File: src/rtl/core/dgsp_pkg.sv
// shared types and constants for the dense graph shortest path core
// no dependencies
package dgsp_pkg;

  localparam int DIST_W = 17;
  localparam int PRED_W = 5;
  localparam int VIDX_W = 4;
  localparam int CNT_W = 5;
  localparam int VERTEX_SPAN = 16;

  localparam logic [DIST_W-1:0] NO_EDGE = 17'd100000;
  localparam logic [PRED_W-1:0] PRED_NONE = 5'h1f;

  typedef enum logic [0:0] {
    OP_WRITE = 1'b0,
    OP_RUN = 1'b1
  } opcode_t;

  typedef enum logic [2:0] {
    ST_IDLE,
    ST_INIT,
    ST_SCAN,
    ST_PICK,
    ST_RELAX,
    ST_EMIT
  } state_t;

  typedef struct packed {
    logic init_step;
    logic scan_clear;
    logic scan_step;
    logic lock_best;
    logic relax_step;
    logic emit_step;
    logic emit_last;
    logic [VIDX_W-1:0] idx;
    logic [VIDX_W-1:0] start_vertex;
  } ctrl_t;

  typedef struct packed {
    logic found;
    logic [VIDX_W-1:0] best_vertex;
  } status_t;

endpackage

File: src/rtl/core/dgsp_seq.sv
// sequencer: run state machine, step counter and weight memory read address
// depends on dgsp_pkg
module dgsp_seq #(
  parameter int MAX_NODES = 16
) (
  input  logic                                         clk,
  input  logic                                         rst,
  input  logic                                         start,
  input  logic                                         opcode,
  input  logic [dgsp_pkg::VIDX_W-1:0]                  start_vertex,
  input  logic [dgsp_pkg::CNT_W-1:0]                   node_count,
  input  dgsp_pkg::status_t                            status,
  output logic                                         busy,
  output dgsp_pkg::ctrl_t                              ctrl,
  output logic [$clog2(MAX_NODES*MAX_NODES)-1:0]       raddr
);
  import dgsp_pkg::*;

  localparam int AW = $clog2(MAX_NODES * MAX_NODES);
  localparam int LIM = (MAX_NODES < VERTEX_SPAN) ? MAX_NODES : VERTEX_SPAN;
  localparam logic [CNT_W-1:0] LIM_C = CNT_W'(LIM);

  state_t state, state_next;
  logic [CNT_W-1:0] cnt;
  logic [VIDX_W-1:0] sv;
  logic [CNT_W-1:0] nv;
  logic [CNT_W-1:0] eff;
  logic [VIDX_W-1:0] nm1;
  logic [VIDX_W-1:0] rd_row;
  logic accept;
  logic run_ok;

  always_comb begin
    if (node_count == '0) begin
      eff = CNT_W'(1);
    end else if (node_count > LIM_C) begin
      eff = LIM_C;
    end else begin
      eff = node_count;
    end
  end

  assign busy = (state != ST_IDLE);
  assign accept = start && !busy;
  assign run_ok = accept && (opcode_t'(opcode) == OP_RUN) && ({1'b0, start_vertex} < eff);
  assign nm1 = VIDX_W'(nv - CNT_W'(1));

  always_comb begin
    state_next = state;
    case (state)
      ST_IDLE: begin
        if (run_ok) state_next = ST_INIT;
      end
      ST_INIT: begin
        if (cnt == nv) state_next = ST_SCAN;
      end
      ST_SCAN: begin
        if (cnt == nv - CNT_W'(1)) state_next = ST_PICK;
      end
      ST_PICK: begin
        state_next = status.found ? ST_RELAX : ST_EMIT;
      end
      ST_RELAX: begin
        if (cnt == nv) state_next = ST_SCAN;
      end
      ST_EMIT: begin
        if (cnt == nv - CNT_W'(1)) state_next = ST_IDLE;
      end
      default: state_next = ST_IDLE;
    endcase
  end

  always_comb begin
    ctrl = '0;
    ctrl.start_vertex = sv;
    ctrl.idx = cnt[VIDX_W-1:0];
    rd_row = sv;
    case (state)
      ST_IDLE: begin
      end
      ST_INIT: begin
        ctrl.idx = cnt[VIDX_W-1:0] - VIDX_W'(1);
        ctrl.init_step = (cnt != '0);
        ctrl.scan_clear = (cnt == nv);
      end
      ST_SCAN: begin
        ctrl.scan_step = 1'b1;
      end
      ST_PICK: begin
        ctrl.lock_best = status.found;
      end
      ST_RELAX: begin
        rd_row = status.best_vertex;
        ctrl.idx = cnt[VIDX_W-1:0] - VIDX_W'(1);
        ctrl.relax_step = (cnt != '0);
        ctrl.scan_clear = (cnt == nv);
      end
      ST_EMIT: begin
        ctrl.emit_step = (cnt[VIDX_W-1:0] != sv);
        ctrl.emit_last = (cnt[VIDX_W-1:0] == nm1) ||
                         ((cnt[VIDX_W-1:0] == nm1 - VIDX_W'(1)) && (sv == nm1));
      end
      default: begin
      end
    endcase
  end

  assign raddr = AW'(32'(rd_row) * MAX_NODES + 32'(cnt[VIDX_W-1:0]));

  always_ff @(posedge clk) begin
    if (rst) begin
      state <= ST_IDLE;
      cnt <= '0;
    end else begin
      state <= state_next;
      if (state_next != state) begin
        cnt <= '0;
      end else begin
        cnt <= cnt + CNT_W'(1);
      end
    end
  end

  always_ff @(posedge clk) begin
    if (run_ok) begin
      sv <= start_vertex;
      nv <= eff;
    end
  end

endmodule

File: config.mk
export PLATFORM = sky130hd
export DESIGN_NAME = dgsp_seq
export DESIGN_NICKNAME = d
export VERILOG_FILES = /design/src/rtl/core/dgsp_pkg.sv /design/src/rtl/core/dgsp_seq.sv
export SDC_FILE = /design/constraint.sdc
export NUM_CORES = 1
export LEC_CHECK = 0
export BUFFER_PORTS_ARGS = -buffer_cell sky130_fd_sc_hd__buf_2
export CAP_MARGIN = 20
export CORE_MARGIN = 10
export CORE_UTILIZATION = 47
export CTS_CLUSTER_SIZE = 20
export DETAILED_ROUTE_END_ITERATION = 8
export PLACE_DENSITY = 0.76
export SKIP_CTS_REPAIR_TIMING = 1
export SYNTH_ARGS = -nofsm -noshare
export SYNTH_HDL_FRONTEND = slang
export SYNTH_SLANG_ARGS = --single-unit
File: constraint.sdc
create_clock -name clk -period 2.1 [get_ports clk]
set_input_delay 0.105 -clock clk [delete_from_list [all_inputs] [get_ports clk]]
set_output_delay 0.105 -clock clk [all_outputs]
set_load 0.05 [all_outputs]
==> impl_metrics.yaml <==
final_layout:
  diodes: 0
  final_cell_mix: "buf_2, xnor2_1, buf_4, inv_1"
  nets: 234
  drive_above_1_share_pct: 40.8
  final_common_cell: "buf_2"
  syn_to_final_growth_pct: 29.3
sta:
  hold_viol: 0
  max_slew_margin_pct: 76.5
  setup_tns_ns: -0.00348
  setup_viol: 1
  timing.final.crit_share_pct: 100
  rsz0062_at_grt: "yes"
  setup_slack_ns: -0.00348
  fmax_ghz: 0.475
  min_period_ns: 2.10
  clock_skew_ns: 0.00766
  worstMarginPinSlew_ns: 0.351
  hold_ws_ns: 0.0342
  slew_viol_final: 0
die:
  start_util_pct: 48.7
  die_h_um: 75.8
  dieWidth_um: 75.8
  row_count: 20
  io_pins: 42
  die-area_um2: 5740
  core_um2: 3000
route:
  num_vias: 1330
  wire_per_inst_um: 15.5
  drt_pass1_iterations: 4
  drtIter0Drc: 42
  drc_errors: 0
  wl_um: 3710
  final_antenna_net_count: 0
  viasPerCell: 5.56
grt:
  grt_pass1_vias: 1338
  grt_max_degree: 14
  antenna_found_initial: 0
  grt_pass1_wl_um: 5950
  overflow: 0
  grt_usage_pct: 13.5
synthesis:
  synthCells: 161
  async_reset_ff_share_pct: 0
  syn_avg_cell_area_um2: 9.08
  syn_area_um2: 1460
  synth-seq-area-share_pct: 29.5
  ys.flop_type: "edfxtp_1"
  ys_ff_latch: 17
  synth.distinct_cells: 42
  synth_edf_count: 9
  synth-warning-count: 0
  synth.net_count: 188
critical_path:
  crit_type: "reg2out"
  worst_setup_path_start_kind: "flip-flop"
  ff2ff_setup_slack_ns: 0.16
  rr_worst_depth: 6
  end_kind: "primary output"
  rr_endpoint: "cnt[2]"
  worstReg2RegStart: "nv[2]"
  arrival_ns: 2.00
  path_max_fanout: 4
  worstPathRequired_ns: 2.00
job:
  maxCapViolCount: 0
clock_tree:
  clk_pin_slew_worst_paths_ns: 0.08
  cts.sinks: 17
  cts_max_level: 1
  root_buffer: "clkbuf_4"
  cts_tree: "built"
  numCtsBuffers: 3
  clockBufferDepth: 2
  clk_latency_ns: 0.29
pwr:
  p_per_area_nw_per_um2: 505
  leakagePower_uw: 0.000840
  ir_worst_vdd_mv: 0.270
placement:
  dpl.hpwl_um: 3050
  gp_congestion: 0.830
  io_buffers: 41
min_path:
  worstHoldStart: "start_vertex[0]"
  hold_depth: 1
  min_to: "sv[0]"
  hp-class: "in2reg"
outcome:
  status: "finished, violations left"
  failed_checks: "negative setup slack"
metal layers:
layer	track usage, %	wire [um]	vias to the layer above
met2	22.4	1770	44
met5	0	0	-
li1	-	-	645
met4	6.80	69	0
met3	3.91	238	5
met1	15.5	1640	636
sequential cells by signal, summed over array words and instances (netlist names):
signal  cells
state       3
sv          4
nv          5
cnt         5
how the worst max path moves through the flow:
stage               startpoint       to  slack [ns]  depth (start not counted)
floorplan                nv[0]  ctrl[8]       -0.01                          7
global placement         nv[1]  ctrl[8]        0.05                          7
detailed placement       nv[1]  ctrl[8]        0.02                          7
CTS                      nv[1]  ctrl[8]       -0.31                          7
global route             nv[1]  ctrl[8]       -0.09                          7
finish                   nv[1]  ctrl[8]      -0.003                          7
Yosys cell counts (5+ instances only):
| library cell | count | area [um^2] |
|---|---|---|
| xnor2_1 | 14 | 123 |
| nor3_1 | 7 | 35.0 |
| dfxtp_1 | 8 | 160 |
| nand2_1 | 9 | 33.8 |
| nand2b_1 | 5 | 31.3 |
| nor2_1 | 8 | 30.0 |
| ha_1 | 9 | 113 |
| xor2_1 | 9 | 78.8 |
| nand3_1 | 8 | 40.0 |
| inv_1 | 12 | 45.0 |
| edfxtp_1 | 9 | 270 |
final cells by class:
type                    instances  area (um^2)
multi-input cells             119         1020
inverters                      12         45.0
flip-flops and latches         17          432
well taps                      33         41.3
clock buffers                   4         26.3
fillers                       262         1110
repair buffers                 54          323
report_power, final:
part	internal [uW]	total (uW)	leakage, uW	switching, uW
clock	73.9	169	0.0000150	94.8
sequential	370	401	0.000149	30.7
combinational	145	385	0.000676	240
total	589	955	0.000840	366
per-stage QoR:
| stage | instance area, um^2 | total power, uW | utilization [%] | instances | setup WS (ns) |
|---|---|---|---|---|---|
| 2_1_floorplan | 1480 | 674 | - | 161 | -0.0135 |
| 3_3_place_gp | 1720 | 752 | 57.4 | 232 | 0.0487 |
| 3_5_place_dp | 1720 | 761 | 57.4 | 232 | 0.0219 |
| 4_1_cts | 1750 | 931 | 58.3 | 236 | -0.308 |
| 5_1_grt | 1890 | 1020 | 62.9 | 239 | -0.0929 |
| 6_report | 1890 | 955 | 62.9 | 239 | -0.00348 |
worst max-delay path: stages (launching register included):
cell and delay, ns:
edfxtp_1 0.41, inv_2 0.11, ha_4 0.21, or4b_4 0.48
nand3_2 0.09, nand3_2 0.08, o21ai_4 0.17, buf_8 0.16
kinds of logic (layout without fill, tap and decap cells):
| logic type | Yosys count | in the layout | share of synthesized area [%] |
|---|---|---|---|
| fa+ha+maj | 9 | 9 | 7.71 |
| buf+inv | 25 | 70 | 8.30 |
| mux | 5 | 5 | 3.77 |
| simple gates | 61 | 61 | 24.3 |
| xor+xnor | 25 | 25 | 16.5 |
| flops | 17 | 17 | 29.5 |
| compound gates | 19 | 19 | 9.93 |
(Power assumes the default switching activity.)
