### src/rtl/core/dgsp_pkg.sv
// shared types and constants for the dense graph shortest path core
// no dependencies
package dgsp_pkg;

  localparam int DIST_W = 17;
  localparam int PRED_W = 5;
  localparam int VIDX_W = 4;
  localparam int CNT_W = 5;
  localparam int VERTEX_SPAN = 16;

  localparam logic [DIST_W-1:0] NO_EDGE = 17'd100000;
  localparam logic [PRED_W-1:0] PRED_NONE = 5'h1f;

  typedef enum logic [0:0] {
    OP_WRITE = 1'b0,
    OP_RUN = 1'b1
  } opcode_t;

  typedef enum logic [2:0] {
    ST_IDLE,
    ST_INIT,
    ST_SCAN,
    ST_PICK,
    ST_RELAX,
    ST_EMIT
  } state_t;

  typedef struct packed {
    logic init_step;
    logic scan_clear;
    logic scan_step;
    logic lock_best;
    logic relax_step;
    logic emit_step;
    logic emit_last;
    logic [VIDX_W-1:0] idx;
    logic [VIDX_W-1:0] start_vertex;
  } ctrl_t;

  typedef struct packed {
    logic found;
    logic [VIDX_W-1:0] best_vertex;
  } status_t;

endpackage

### src/rtl/core/dgsp_dpath.sv
// datapath: distance, predecessor and locked tables, shared add and compare unit,
// result register; depends on dgsp_pkg
module dgsp_dpath (
  input  logic                               clk,
  input  logic                               rst,
  input  dgsp_pkg::ctrl_t                    ctrl,
  input  logic [dgsp_pkg::DIST_W-1:0]        rdata,
  output dgsp_pkg::status_t                  status,
  output logic                               strobe,
  output logic [dgsp_pkg::VIDX_W-1:0]        vertex,
  output logic [dgsp_pkg::DIST_W-1:0]        distance,
  output logic signed [dgsp_pkg::PRED_W-1:0] predecessor,
  output logic                               last
);
  import dgsp_pkg::*;

  logic [DIST_W-1:0] dist_tbl [VERTEX_SPAN];
  logic [PRED_W-1:0] pred [VERTEX_SPAN];
  logic [VERTEX_SPAN-1:0] locked;
  logic [DIST_W-1:0] best;
  logic [VIDX_W-1:0] best_vertex;
  logic found;

  logic [DIST_W-1:0] dcur;
  logic [DIST_W:0] cand;
  logic [DIST_W:0] op_a;
  logic [DIST_W:0] op_b;
  logic lt;

  // one comparator serves both the scan and the relaxation; the adder forms the relaxation candidate
  always_comb begin
    dcur = dist_tbl[ctrl.idx];
    cand = {1'b0, best} + {1'b0, rdata};
    if (ctrl.relax_step) begin
      op_a = cand;
      op_b = {1'b0, dcur};
    end else begin
      op_a = {1'b0, dcur};
      op_b = {1'b0, best};
    end
    lt = (op_a < op_b);
  end

  assign status.found = found;
  assign status.best_vertex = best_vertex;

  always_ff @(posedge clk) begin
    if (rst) begin
      locked <= '0;
      found <= 1'b0;
      strobe <= 1'b0;
    end else begin
      strobe <= ctrl.emit_step;
      if (ctrl.init_step) begin
        locked[ctrl.idx] <= (ctrl.idx == ctrl.start_vertex);
      end
      if (ctrl.lock_best) begin
        locked[best_vertex] <= 1'b1;
      end
      if (ctrl.scan_clear) begin
        found <= 1'b0;
      end else if (ctrl.scan_step && !locked[ctrl.idx] && lt) begin
        found <= 1'b1;
      end
    end
  end

  always_ff @(posedge clk) begin
    if (ctrl.init_step) begin
      dist_tbl[ctrl.idx] <= rdata;
      if ((ctrl.idx != ctrl.start_vertex) && (rdata < NO_EDGE)) begin
        pred[ctrl.idx] <= {1'b0, ctrl.start_vertex};
      end else begin
        pred[ctrl.idx] <= PRED_NONE;
      end
    end
    if (ctrl.relax_step && !locked[ctrl.idx] && (rdata != NO_EDGE) && lt) begin
      dist_tbl[ctrl.idx] <= cand[DIST_W-1:0];
      pred[ctrl.idx] <= {1'b0, best_vertex};
    end
    if (ctrl.scan_clear) begin
      best <= NO_EDGE;
    end else if (ctrl.scan_step && !locked[ctrl.idx] && lt) begin
      best <= dcur;
      best_vertex <= ctrl.idx;
    end
    if (ctrl.emit_step) begin
      vertex <= ctrl.idx;
      distance <= dcur;
      predecessor <= pred[ctrl.idx];
      last <= ctrl.emit_last;
    end
  end

endmodule

### config.mk
export PLATFORM = sky130hd
export DESIGN_NAME = dgsp_dpath
export DESIGN_NICKNAME = d
export VERILOG_FILES = /design/src/rtl/core/dgsp_pkg.sv /design/src/rtl/core/dgsp_dpath.sv
export SDC_FILE = /design/constraint.sdc
export NUM_CORES = 1
export LEC_CHECK = 0
export BUFFER_PORTS_ARGS = -buffer_cell sky130_fd_sc_hd__buf_2
export CAP_MARGIN = 15
export CORE_ASPECT_RATIO = 0.75
export CORE_MARGIN = 2
export CORE_UTILIZATION = 35
export CTS_BUF_LIST = sky130_fd_sc_hd__clkbuf_8
export CTS_CLUSTER_DIAMETER = 150
export DETAILED_ROUTE_END_ITERATION = 8
export PLACE_DENSITY = 0.48
export SLEW_MARGIN = 20
export SYNTH_ARGS = -nofsm -noshare
export SYNTH_HDL_FRONTEND = slang
export SYNTH_SLANG_ARGS = --single-unit
### constraint.sdc
create_clock -name clk -period 11.4 [get_ports clk]
set_input_delay 0.57 -clock clk [delete_from_list [all_inputs] [get_ports clk]]
set_output_delay 0.57 -clock clk [all_outputs]
set_load 0.05 [all_outputs]
==> results by group, run 1 <==
Pwr
  • Comb pwr share: around 15%
  • Net Switching: a little over 1 mW
  • Sequential Power Share: 50.0%
  • Peak supply drop: between 70 and 80 uV
  • Total chip power: around 3.6 mW
  • Leakage: around 7 nW
  • Int Power: roughly 2.6 mW
  • Clock Power Share: a little over a third
  • Pwr Density: around 170 mW/mm2
  • Sw frac: ~28%

Clocking
  • Hold buffers post-CTS: 0
  • Clk_lat worst skew: between 600 and 700 ps
  • CTS H-tree lvls: 3
  • Postcts setup bufs: 0
  • CTS tree: yes
  • Clk root buf: clkbuf_8
  • # resized after CTS: 0
  • Clock Sinks: approximately 420
  • Clk buf depth: 3
  • Num CTS Buffers: around 70
  • Clk pin slew, worst setup/hold paths: 60 ps

STA
  • Min setup slack post-route: 5120 ps
  • Tcrit/Tclk final: between 50% and 60%
  • Rel. slew slack: between 20% and 30%
  • Final Max Tran Viols: 0
  • Final count of hold timing violations: 0
  • Final critical-path required period: 6280 ps
  • RSZ-0062 raised after global routing: no
  • Highest Clock Rate: between 0.15 and 0.2 GHz
  • Worst-margin pin slew: 1080 ps
  • Max Clock Skew: around 29 ps
  • Endpoints failing setup: 0
  • Hold WS: 103 ps
  • Fin Setup TNS: 0 ps

Setup path
  • Critical path class: in2reg
  • WP data required: 11740 ps
  • Reg2Reg Capture Point: dist_tbl[4][8]$_DFFE_PP_
  • Setup crit end kind: flop
  • CP Launch Type: primary input
  • Critical path's top delay family: buffers and inverters
  • Reg2reg setup slack: 5430 ps
  • CP Buf/Inv Count: 5
  • Worst EP arrival: around 6600 ps
  • Slowest CP cell: buf_4
  • Worst path max stage delay: ~700 ps
  • Critical path, cell by cell: buf_4, buf_4, buf_4, mux4_2, mux4_2, mux2_2, ha_1, nand2_1, nor3_1, a2111oi_0, a21o_1, o2111a_2, a31oi_4, buf_4, nor3_4, buf_8
  • CP most frequent cell: buf_4
  • R2r worst-path depth: 20
  • R2R Path Start: best[0]$_SDFFE_PP0P_
  • Worst-path maximum fanout: 45

Worst hold path
  • Hold path depth: 1
  • Min-Delay Startpoint: ctrl[8]
  • Hold Path Sink: last$_DFFE_PP_
  • Hold Crit Class: in2reg

Global routing
  • Global Route Usage Sum: about a fifth
  • GRT Residual Overflow: 0
  • Largest net degree at the start of global routing: 46
  • Initial antenna violation count: 0
  • Number of global-route vias before repair: 10400
  • First-pass GRT wire length: between 70 and 80 mm

Placed design
  • PortBufs: 66
  • Post-placement cell count: roughly 1800
  • Dpl ws: 4250 ps
  • Hpwl dp: slightly above 30 mm
  • Placer Congestion: between 0.8 and 0.9
  • Placed instance area: 0.0195 mm2

Final layout
  • NumNets Final: between 1000 and 1500
  • Share of layout cells above drive strength 1: a little under a third
  • Area Growth Syn to Fin: 14.6%
  • Fill count: 4670
  • Non-Filler Instances: roughly 1900
  • Most common cell after layout, fill and taps aside: edfxtp_1
  • Core Util, Final: between 40% and 50%
  • Commonest cells after routing, fill and taps aside: edfxtp_1, mux4_2, clkbuf_8, buf_2, nand2_1
  • Final std cell area, no fill: between 0.02 and 0.025 mm2

Synthesis
  • Post-synth EDFFs: about 380
  • Post-synthesis xor/xnor area fraction: less than 1%
  • Syn avg cell area: 17.3 um2
  • Synth Area in Simple Gates: under 10%
  • Mux share of post-synthesis cell area: 16.8%
  • Post-Synth Adder-Cell Area: 2.38%
  • Largest family of logic cells by synthesized area: multiplexers
  • Synth cell types: 61
  • Async set-or-reset flop fraction in the synthesized netlist: 0%
  • Syn Inst Count: ~1100
  • Synthesized flop and latch total: about 420
  • Sequential element share of the synthesized area: 67.1%
  • Syn_nets: between 1000 and 1500
  • Ys Warns: 0
  • Cell area after synthesis: around 0.018 mm2
  • Primary FF master, synth: edfxtp_1
  • Compound-cell area share of the yosys netlist: under 10%

Floorplan
  • Die H: between 200 and 250 um
  • Initial core utilization: between 30% and 40%
  • IO Pins: 67
  • Chip width: ~270 um
  • Core area: around 0.051 mm2
  • DIE AREA: around 0.054 mm2
  • Row count: between 70 and 80

Outcome
  • Status: completed

Route
  • First-pass iteration count of the detailed router: 6
  • Drt via density: around 5.5
  • Via Count: roughly 11000
  • Residual DRC: 0
  • Final wirelength: approximately 49 mm
  • Wire per inst: around 25 um
  • DR iter-0 viols: ~1200
  • Antenna-violating nets left: 0

Run
  • Max_cap viols: 0
-- kinds of logic (layout without fill, tap and decap cells) --
logic type | after synthesis | count (layout)
xor gates and xnor gates | 13 | 13
AOI/OAI and AO/OA | 141 | 141
buffers and inverters | 75 | 240
and+or+nand+nor | 211 | 211
other | 0 | 2
DFF | 418 | 418
adders and majority gates | 34 | 34
muxes | 160 | 160
-- Yosys cell counts, types with 9 or more instances --
library cell    n  share of area (%)
mux4_2        111                 14
nand2_1        57                1.2
dfxtp_1        35                3.9
nor3_2         14               0.77
mux2_4          9               0.74
nor3_1         31               0.85
o21ai_0        46                1.3
mux2_2         19                1.2
ha_1           33                2.3
inv_1          14               0.29
a31oi_1        17               0.59
nor2_1         24               0.50
clkbuf_1       29               0.60
nand3_1        42                1.2
edfxtp_1      383                 63
buf_2          16               0.44
mux2i_1        20                1.1
a21oi_1        34               0.94
-- power groups by stage --
stage / logic [mW] / registers, mW / clock network [mW]
after floorplan: 0.336 / 1.86 / 0
after CTS: 0.548 / 1.80 / 1.30
after detailed placement: 0.546 / 1.83 / 0
after global placement: 0.544 / 1.83 / 0
after global routing: 0.599 / 1.81 / 1.37
final: 0.546 / 1.80 / 1.26
-- layout make-up --
type	instances	area, um2	share of cell area [%]
sequential	418	12200	58.6
multi-input combinational	559	5720	27.5
clock buffer	72	991	4.76
tap	703	880	4.22
timing repair buffer	103	681	3.27
clock inverter	50	287	1.38
inverter	15	56.3	0.270
antenna	2	5.00	0.0240
-- flip-flops by register name, summed over array words and instances, names as in the netlist --
signal and flops:
strobe 1, best 17, last 1, vertex 4, pred 80, distance 17
locked 16, predecessor 5, best_vertex 4, found 1, dist_tbl 272
-- worst max path at each step --
stage          startpoint                        end  slack, ps  cells past startpoint
6_report          ctrl[5]   dist_tbl[4][8]$_DFFE_PP_       5120                     16
5_1_grt           ctrl[5]   dist_tbl[4][8]$_DFFE_PP_       4780                     16
4_1_cts           ctrl[5]   dist_tbl[2][2]$_DFFE_PP_       4940                     15
3_5_place_dp      ctrl[5]   dist_tbl[2][7]$_DFFE_PP_       4250                     15
3_3_place_gp      ctrl[5]   dist_tbl[7][5]$_DFFE_PP_       4220                     15
2_1_floorplan     ctrl[4]  dist_tbl[10][0]$_DFFE_PP_       5370                     15
-- layer usage --
layer / up-vias / GRT usage (%) / part of all wire [%]
met3: 64 / 4.65 / 7.4
met5: - / 0 / 0
met4: 0 / 4.78 / 1.4
met1: 5509 / 29.9 / 49
li1: 4528 / - / -
met2: 405 / 25.1 / 42
-- worst register-to-register path, delay by kind of cell (launching register included) --
family          cells  cell delay (ps)
compound gates      8             2170
fa+ha+maj           3              890
buf+inv             3              630
flops               1              360
mux                 1              320
simple gates        5             1310
Note: power is estimated with default switching activity, not from simulation.
==> run 2: changes to the inputs <==
- clock period: 11.4 -> 6.1 ns (I/O delays scaled with it)
==> results by group, run 2 (synthesized netlist as in run 1, its figures left out) <==
Clocking
  • Clk pin slew, worst setup/hold paths: 70 ps (about the same)
  • Clk_lat worst skew: 640 ps (-20 ps)
  • CTS tree: yes
  • Clock Sinks: 418 (unchanged)
  • Clk root buf: clkbuf_8
  • Num CTS Buffers: 70 (-1.4%)
  • Clk buf depth: 3 (unchanged)
  • CTS H-tree lvls: 3 (unchanged)
  • Postcts setup bufs: 0 (unchanged)

Setup path
  • Critical path class: reg2reg
  • Setup crit end kind: flop
  • Worst-path maximum fanout: 17 (-62%)
  • R2r worst-path depth: 21 (+5.0%)
  • CP Launch Type: flop
  • WP data required: 6410 ps (-5330 ps)
  • Worst EP arrival: 5710 ps (-910 ps)

Global routing
  • GR Util met1: 30.5% (+0.63 points)
  • Met3 global-route usage: 4.28% (-0.37 points)
  • GRT Residual Overflow: 0 (unchanged)
  • M2 GR Usage: 24.7% (-0.45 points)
  • GRT busiest layer: met1
  • First-pass GRT wire length: 72.5 mm (-0.30%)
  • Initial antenna violation count: 6 (+6)
  • Number of global-route vias before repair: 10400 (-0.13%)
  • Global Route Usage Sum: 18.7% (-0.043 points)
  • Largest net degree at the start of global routing: 38 (-17%)

Worst hold path
  • Hold path depth: 2 (+1)
  • Hold Crit Class: in2reg

Final layout
  • Most common cell after layout, fill and taps aside: edfxtp_1
  • NumNets Final: 1244 (+0.65%)
  • Area Growth Syn to Fin: 14.9%
  • Commonest cells after routing, fill and taps aside: edfxtp_1, mux4_2, clkbuf_8, buf_2, nand2_1
  • Largest regs: dist_tbl: 272 flops, pred: 80 flops
  • Share of layout cells above drive strength 1: 30.7% (+0.44 points)
  • Max FFs per register: 272 (unchanged)
  • Largest register by flop count: dist_tbl
  • Core Util, Final: 40.6% (+0.12 points)
  • Fill count: 4709 (+0.84%)

Pwr
  • Total chip power: 6.80 mW (+89%)
  • Pwr Density: 326 mW/mm2 (+88%)
  • Peak supply drop: 141 uV (+95%)
  • Leakage: 6.91 nW (+0.45%)

STA
  • Rel. slew slack: 27.6% (-0.19 points)
  • Tcrit/Tclk final: around 89%
  • Endpoints failing setup: 0 (unchanged)
  • RSZ-0062 raised after global routing: no
  • Min setup slack post-route: 697 ps (-4430 ps)
  • Final Max Tran Viols: 0 (unchanged)
  • Final critical-path required period: 5400 ps
  • Hold WS: 69.3 ps (-33.4 ps)
  • Max Clock Skew: 36.7 ps (+7.85 ps)
  • Highest Clock Rate: 0.185 GHz
  • Final count of hold timing violations: 0 (unchanged)
  • Worst-margin pin slew: 1080 ps (-0.598 ps)
  • Fin Setup TNS: 0 ps (unchanged)

Placed design
  • Dpl ws: 474 ps (-3770 ps)
  • PortBufs: 66 (unchanged)
  • Placer Congestion: 0.833 (+2.6%)
  • Hpwl dp: 33.0 mm (+6.4%)

Floorplan
  • Row count: 72 (unchanged)
  • Core area: 0.0514 mm2 (unchanged)
  • Initial core utilization: 35.3% (unchanged)
  • Chip width: 267 um (unchanged)
  • IO Pins: 67 (unchanged)
  • DIE AREA: 0.0538 mm2 (unchanged)
  • Die H: 201 um (unchanged)

Route
  • Final wirelength: 49.5 mm (+0.95%)
  • Residual DRC: 0 (unchanged)
  • First-pass iteration count of the detailed router: 5 (-1)
  • Antenna-violating nets left: 0 (unchanged)
  • Drt via density: 5.44 (-0.49%)
  • DR iter-0 viols: 948 (-20%)
  • Via Count: 10500 (-0.44%)
  • Wire per inst: 25.7 um (+0.90%)

Run
  • Max_cap viols: 0 (unchanged)

Outcome
  • Status: completed
[run 2: cell count changes in the layout (fill, tap and decap cells not counted), sizes merged]
cell	change
clkinvlp	+1
bufinv	+1
dlygate4sd3	+1
diode	-1
clkbuf	-1
inv	-1
clkinv	-7
buf	+8
[run 2: cell type report]
cell class	count	area [um2]	share of cell area [%]
Tap cell	703	880	4.21
Antenna cell	1	2.50	0.0120
Clock buffer	71	977	4.68
Clock inverter	44	299	1.43
Multi-Input combinational cell	559	5720	27.4
Inverter	15	56.3	0.270
Sequential cell	418	12200	58.4
Timing Repair Buffer	112	748	3.58
[run 2: what timing repair did]
action                    4_1_cts  5_1_grt
resized for setup               0        0
hold buffers                    1        0
hold endpoints to repair        1        0
[run 2: report_power, final]
| group | leakage (nW) | total, mW | switching (mW) | internal, mW |
|---|---|---|---|---|
| Sequential | 3.76 | 3.37 | 0.0359 | 3.33 |
| Combinational | 2.45 | 1.06 | 0.710 | 0.355 |
| Clock | 0.697 | 2.37 | 1.16 | 1.22 |
[run 2: critical path: stages, from the launching register on]
cell	delay, ps
dfxtp_1	360
ha_1	180
inv_1	60
fa_1	400
nor2b_1	130
o21a_1	150
o21ai_0	110
a21oi_1	160
buf_4	150
o21a_1	170
o211ai_1	150
mux2_2	290
ha_1	300
nand3_1	140
nor3_1	110
and4_1	220
a211oi_2	320
o2111a_2	300
a31oi_4	110
buf_12	190
nor3_2	680
buf_4	360
[run 2: through the flow]
step                      cells  area, um2
after global routing       1922      20900
final                      1923      20900
after detailed placement   1804      19600
after CTS                  1920      20900
after floorplan            1052      18200
after global placement     1804      19600
[run 2: final timing paths]
check / startpoint / to / slack, ps
max: best[0]$_SDFFE_PP0P_ / dist_tbl[13][16]$_DFFE_PP_ / 700
min: rst / locked[1]$_SDFF_PP0_ / 70
max reg2reg: best[0]$_SDFFE_PP0P_ / dist_tbl[13][16]$_DFFE_PP_ / 700
min reg2reg: locked[10]$_SDFF_PP0_ / locked[10]$_SDFF_PP0_ / 500
[run 2: routing by layer]
metal	routed length (um)	part of all wire [%]
met2	20200	41
met3	3360	6.8
met5	0	0
met1	25100	51
met4	807	1.6
==> run 3: changes to the inputs <==
- PLACE_DENSITY: 0.48 -> 0.51
- SLEW_MARGIN: 20 -> 0
==> results by group, run 3 (synthesized netlist as in run 1, its figures left out) <==
Outcome
  • Status: completed

Worst hold path
  • Min-Delay Startpoint: ctrl[13]
  • Hold Crit Class: in2reg
  • Hold Path Sink: best[8]$_SDFFE_PP0P_
  • Hold path depth: 2 (unchanged)

Route
  • DR iter-0 viols: 1220 (+29%)
  • First-pass iteration count of the detailed router: 5 (unchanged)
  • Final wirelength: 47.9 mm (-3.1%)
  • Residual DRC: 0 (unchanged)
  • Drt via density: 5.41 (-0.47%)
  • Antenna-violating nets left: 0 (unchanged)
  • Via Count: 10500 (+0.096%)
  • Wire per inst: 24.8 um (-3.7%)

Setup path
  • CP Buf/Inv Count: 2 (-2)
  • Slowest CP cell: nor3_1
  • Worst path max stage delay: 670 ps (about the same)
  • Reg2reg setup slack: 840 ps (+140 ps)
  • Worst-path maximum fanout: 19 (+2)
  • WP data required: 6360 ps (-50 ps)
  • Reg2Reg Capture Point: pred[15][2]$_DFFE_PP_
  • R2r worst-path depth: 19 (-9.5%)
  • CP Launch Type: flop
  • Setup crit end kind: flop
  • Critical path class: reg2reg
  • R2R Path Start: best[0]$_SDFFE_PP0P_
  • Worst EP arrival: 5520 ps (-190 ps)
  • Critical path, cell by cell: ha_1, inv_1, fa_1, nor2b_1, o21a_1, o21ai_0, a21oi_1, o21a_1, o211ai_1, mux2_2, ha_1, nand3_1, nor3_1, and4_1, a211oi_2, o2111a_2, a31oi_4, buf_12, nor3_1
  • Critical path's top delay family: compound AO/OA/AOI/OAI gates

Clocking
  • Clk pin slew, worst setup/hold paths: 60 ps (about the same)
  • Postcts setup bufs: 0 (unchanged)
  • Clk root buf: clkbuf_8
  • CTS tree: yes
  • Num CTS Buffers: 71 (+1.4%)
  • Clock Sinks: 418 (unchanged)
  • Clk_lat worst skew: 650 ps (about the same)
  • CTS H-tree lvls: 3 (unchanged)
  • Clk buf depth: 3 (unchanged)

Global routing
  • GRT busiest layer: met1
  • Met3 global-route usage: 4.16% (-0.12 points)
  • Global Route Usage Sum: 18.1% (-0.63 points)
  • First-pass GRT wire length: 70.4 mm (-3.0%)
  • Number of global-route vias before repair: 10300 (-1.2%)
  • M2 GR Usage: 25.7% (+1.0 points)
  • Initial antenna violation count: 2 (-4)
  • GRT Residual Overflow: 0 (unchanged)
  • GR Util met1: 27.7% (-2.8 points)
  • Largest net degree at the start of global routing: 29 (-24%)

Pwr
  • Peak supply drop: 126 uV (-11%)
  • Pwr Density: 322 mW/mm2 (-1.2%)
  • Total chip power: 6.73 mW (-1.1%)
  • Leakage: 6.96 nW (+0.62%)

Final layout
  • Commonest cells after routing, fill and taps aside: edfxtp_1, mux4_2, clkbuf_8, buf_2, nand2_1
  • NumNets Final: 1248 (+0.32%)
  • Largest regs: dist_tbl: 272 flops, pred: 80 flops
  • Area Growth Syn to Fin: 15.0%
  • Most common cell after layout, fill and taps aside: edfxtp_1
  • Max FFs per register: 272 (unchanged)
  • Share of layout cells above drive strength 1: 30.3% (-0.36 points)
  • Largest register by flop count: dist_tbl
  • Non-Filler Instances: 1934 (+0.57%)
  • Fill count: 4660 (-1.0%)
  • Final std cell area, no fill: 0.0209 mm2 (+0.11%)

STA
  • Final critical-path required period: 5260 ps (-140 ps)
  • Endpoints failing setup: 0 (unchanged)
  • Rel. slew slack: 31.2% (+3.6 points)
  • Max Clock Skew: 42.2 ps (+5.51 ps)
  • Hold WS: 73.6 ps (+4.28 ps)
  • Fin Setup TNS: 0 ps (unchanged)
  • Tcrit/Tclk final: 86.3% (-2.3 points)
  • Worst-margin pin slew: 1030 ps (-54.4 ps)
  • Final count of hold timing violations: 0 (unchanged)
  • Highest Clock Rate: 0.190 GHz (+2.7%)
  • RSZ-0062 raised after global routing: no
  • Final Max Tran Viols: 0 (unchanged)

Floorplan
  • Row count: 72 (unchanged)
  • DIE AREA: 0.0538 mm2 (unchanged)
  • Initial core utilization: 35.3% (unchanged)
  • Core area: 0.0514 mm2 (unchanged)
  • Chip width: 267 um (unchanged)
  • Die H: 201 um (unchanged)
  • IO Pins: 67 (unchanged)

Placed design
  • Hpwl dp: 31.3 mm (-5.1%)
  • Placer Congestion: 0.843 (+1.2%)
  • Placed instance area: 0.0196 mm2 (+0.19%)
  • PortBufs: 66 (unchanged)
  • Post-placement cell count: 1808 (+0.22%)

Run
  • Max_cap viols: 0 (unchanged)
run 3: worst max-delay path by stage:
stage / start / end / slack (ps) / cells past startpoint
finish: best[0]$_SDFFE_PP0P_ / pred[15][2]$_DFFE_PP_ / 840 / 19
detailed placement: ctrl[4] / pred[14][3]$_DFFE_PP_ / 600 / 16
global placement: ctrl[4] / dist_tbl[4][7]$_DFFE_PP_ / 790 / 15
global route: best[0]$_SDFFE_PP0P_ / pred[14][4]$_DFFE_PP_ / 480 / 18
CTS: best[0]$_SDFFE_PP0P_ / pred[14][4]$_DFFE_PP_ / 810 / 19
floorplan: ctrl[4] / dist_tbl[10][0]$_DFFE_PP_ / 330 / 15
run 3: layout make-up:
cell class              count  area, um2  share of cell area, %
diodes                      1       2.50                 0.0120
clock buffers              73       1000                   4.81
clock inverters            50        275                   1.32
inverters                  15       56.3                  0.269
multi-input cells         559       5710                   27.3
flip-flops and latches    418      12200                   58.4
well taps                 703        880                   4.21
repair buffers            115        774                   3.70
run 3: timing repair:
item                                   CTS  global route
setup endpoints to repair                0             0
hold buffers                             2             0
gates resized for setup                  0             0
endpoints found under the hold margin    2             0
run 3: power by group:
group / total, mW / internal (mW) / switching [mW]
Clock: 2.32 / 1.17 / 1.15
Sequential: 3.37 / 3.33 / 0.0367
Combinational: 1.05 / 0.354 / 0.692
Total: 6.73 / 4.85 / 1.88
run 3: worst register-to-register path, stage by stage (launching register included):
cell and delay [ps]:
dfxtp_1 340, ha_1 180, inv_1 60, fa_1 410
nor2b_1 130, o21a_1 160, o21ai_0 100, a21oi_1 340
o21a_1 240, o211ai_1 130, mux2_2 290, ha_1 290
nand3_1 130, nor3_1 110, and4_1 220, a211oi_2 340
o2111a_2 300, a31oi_4 200, buf_12 260, nor3_1 680
run 3: metrics by stage:
step,worst slack (ps),util [%]
2_1_floorplan,332,-
3_3_place_gp,790,38.1
3_5_place_dp,597,38.1
4_1_cts,810,40.6
5_1_grt,484,40.6
6_report,837,40.6
run 3: per-layer routing:
| metal | up-vias | wire length, um | part of all wire (%) |
|---|---|---|---|
| met5 | - | 0 | 0 |
| met4 | 0 | 821 | 1.7 |
| met3 | 71 | 3010 | 6.3 |
| met2 | 350 | 20800 | 43 |
| met1 | 5508 | 23300 | 49 |
| li1 | 4541 | - | - |
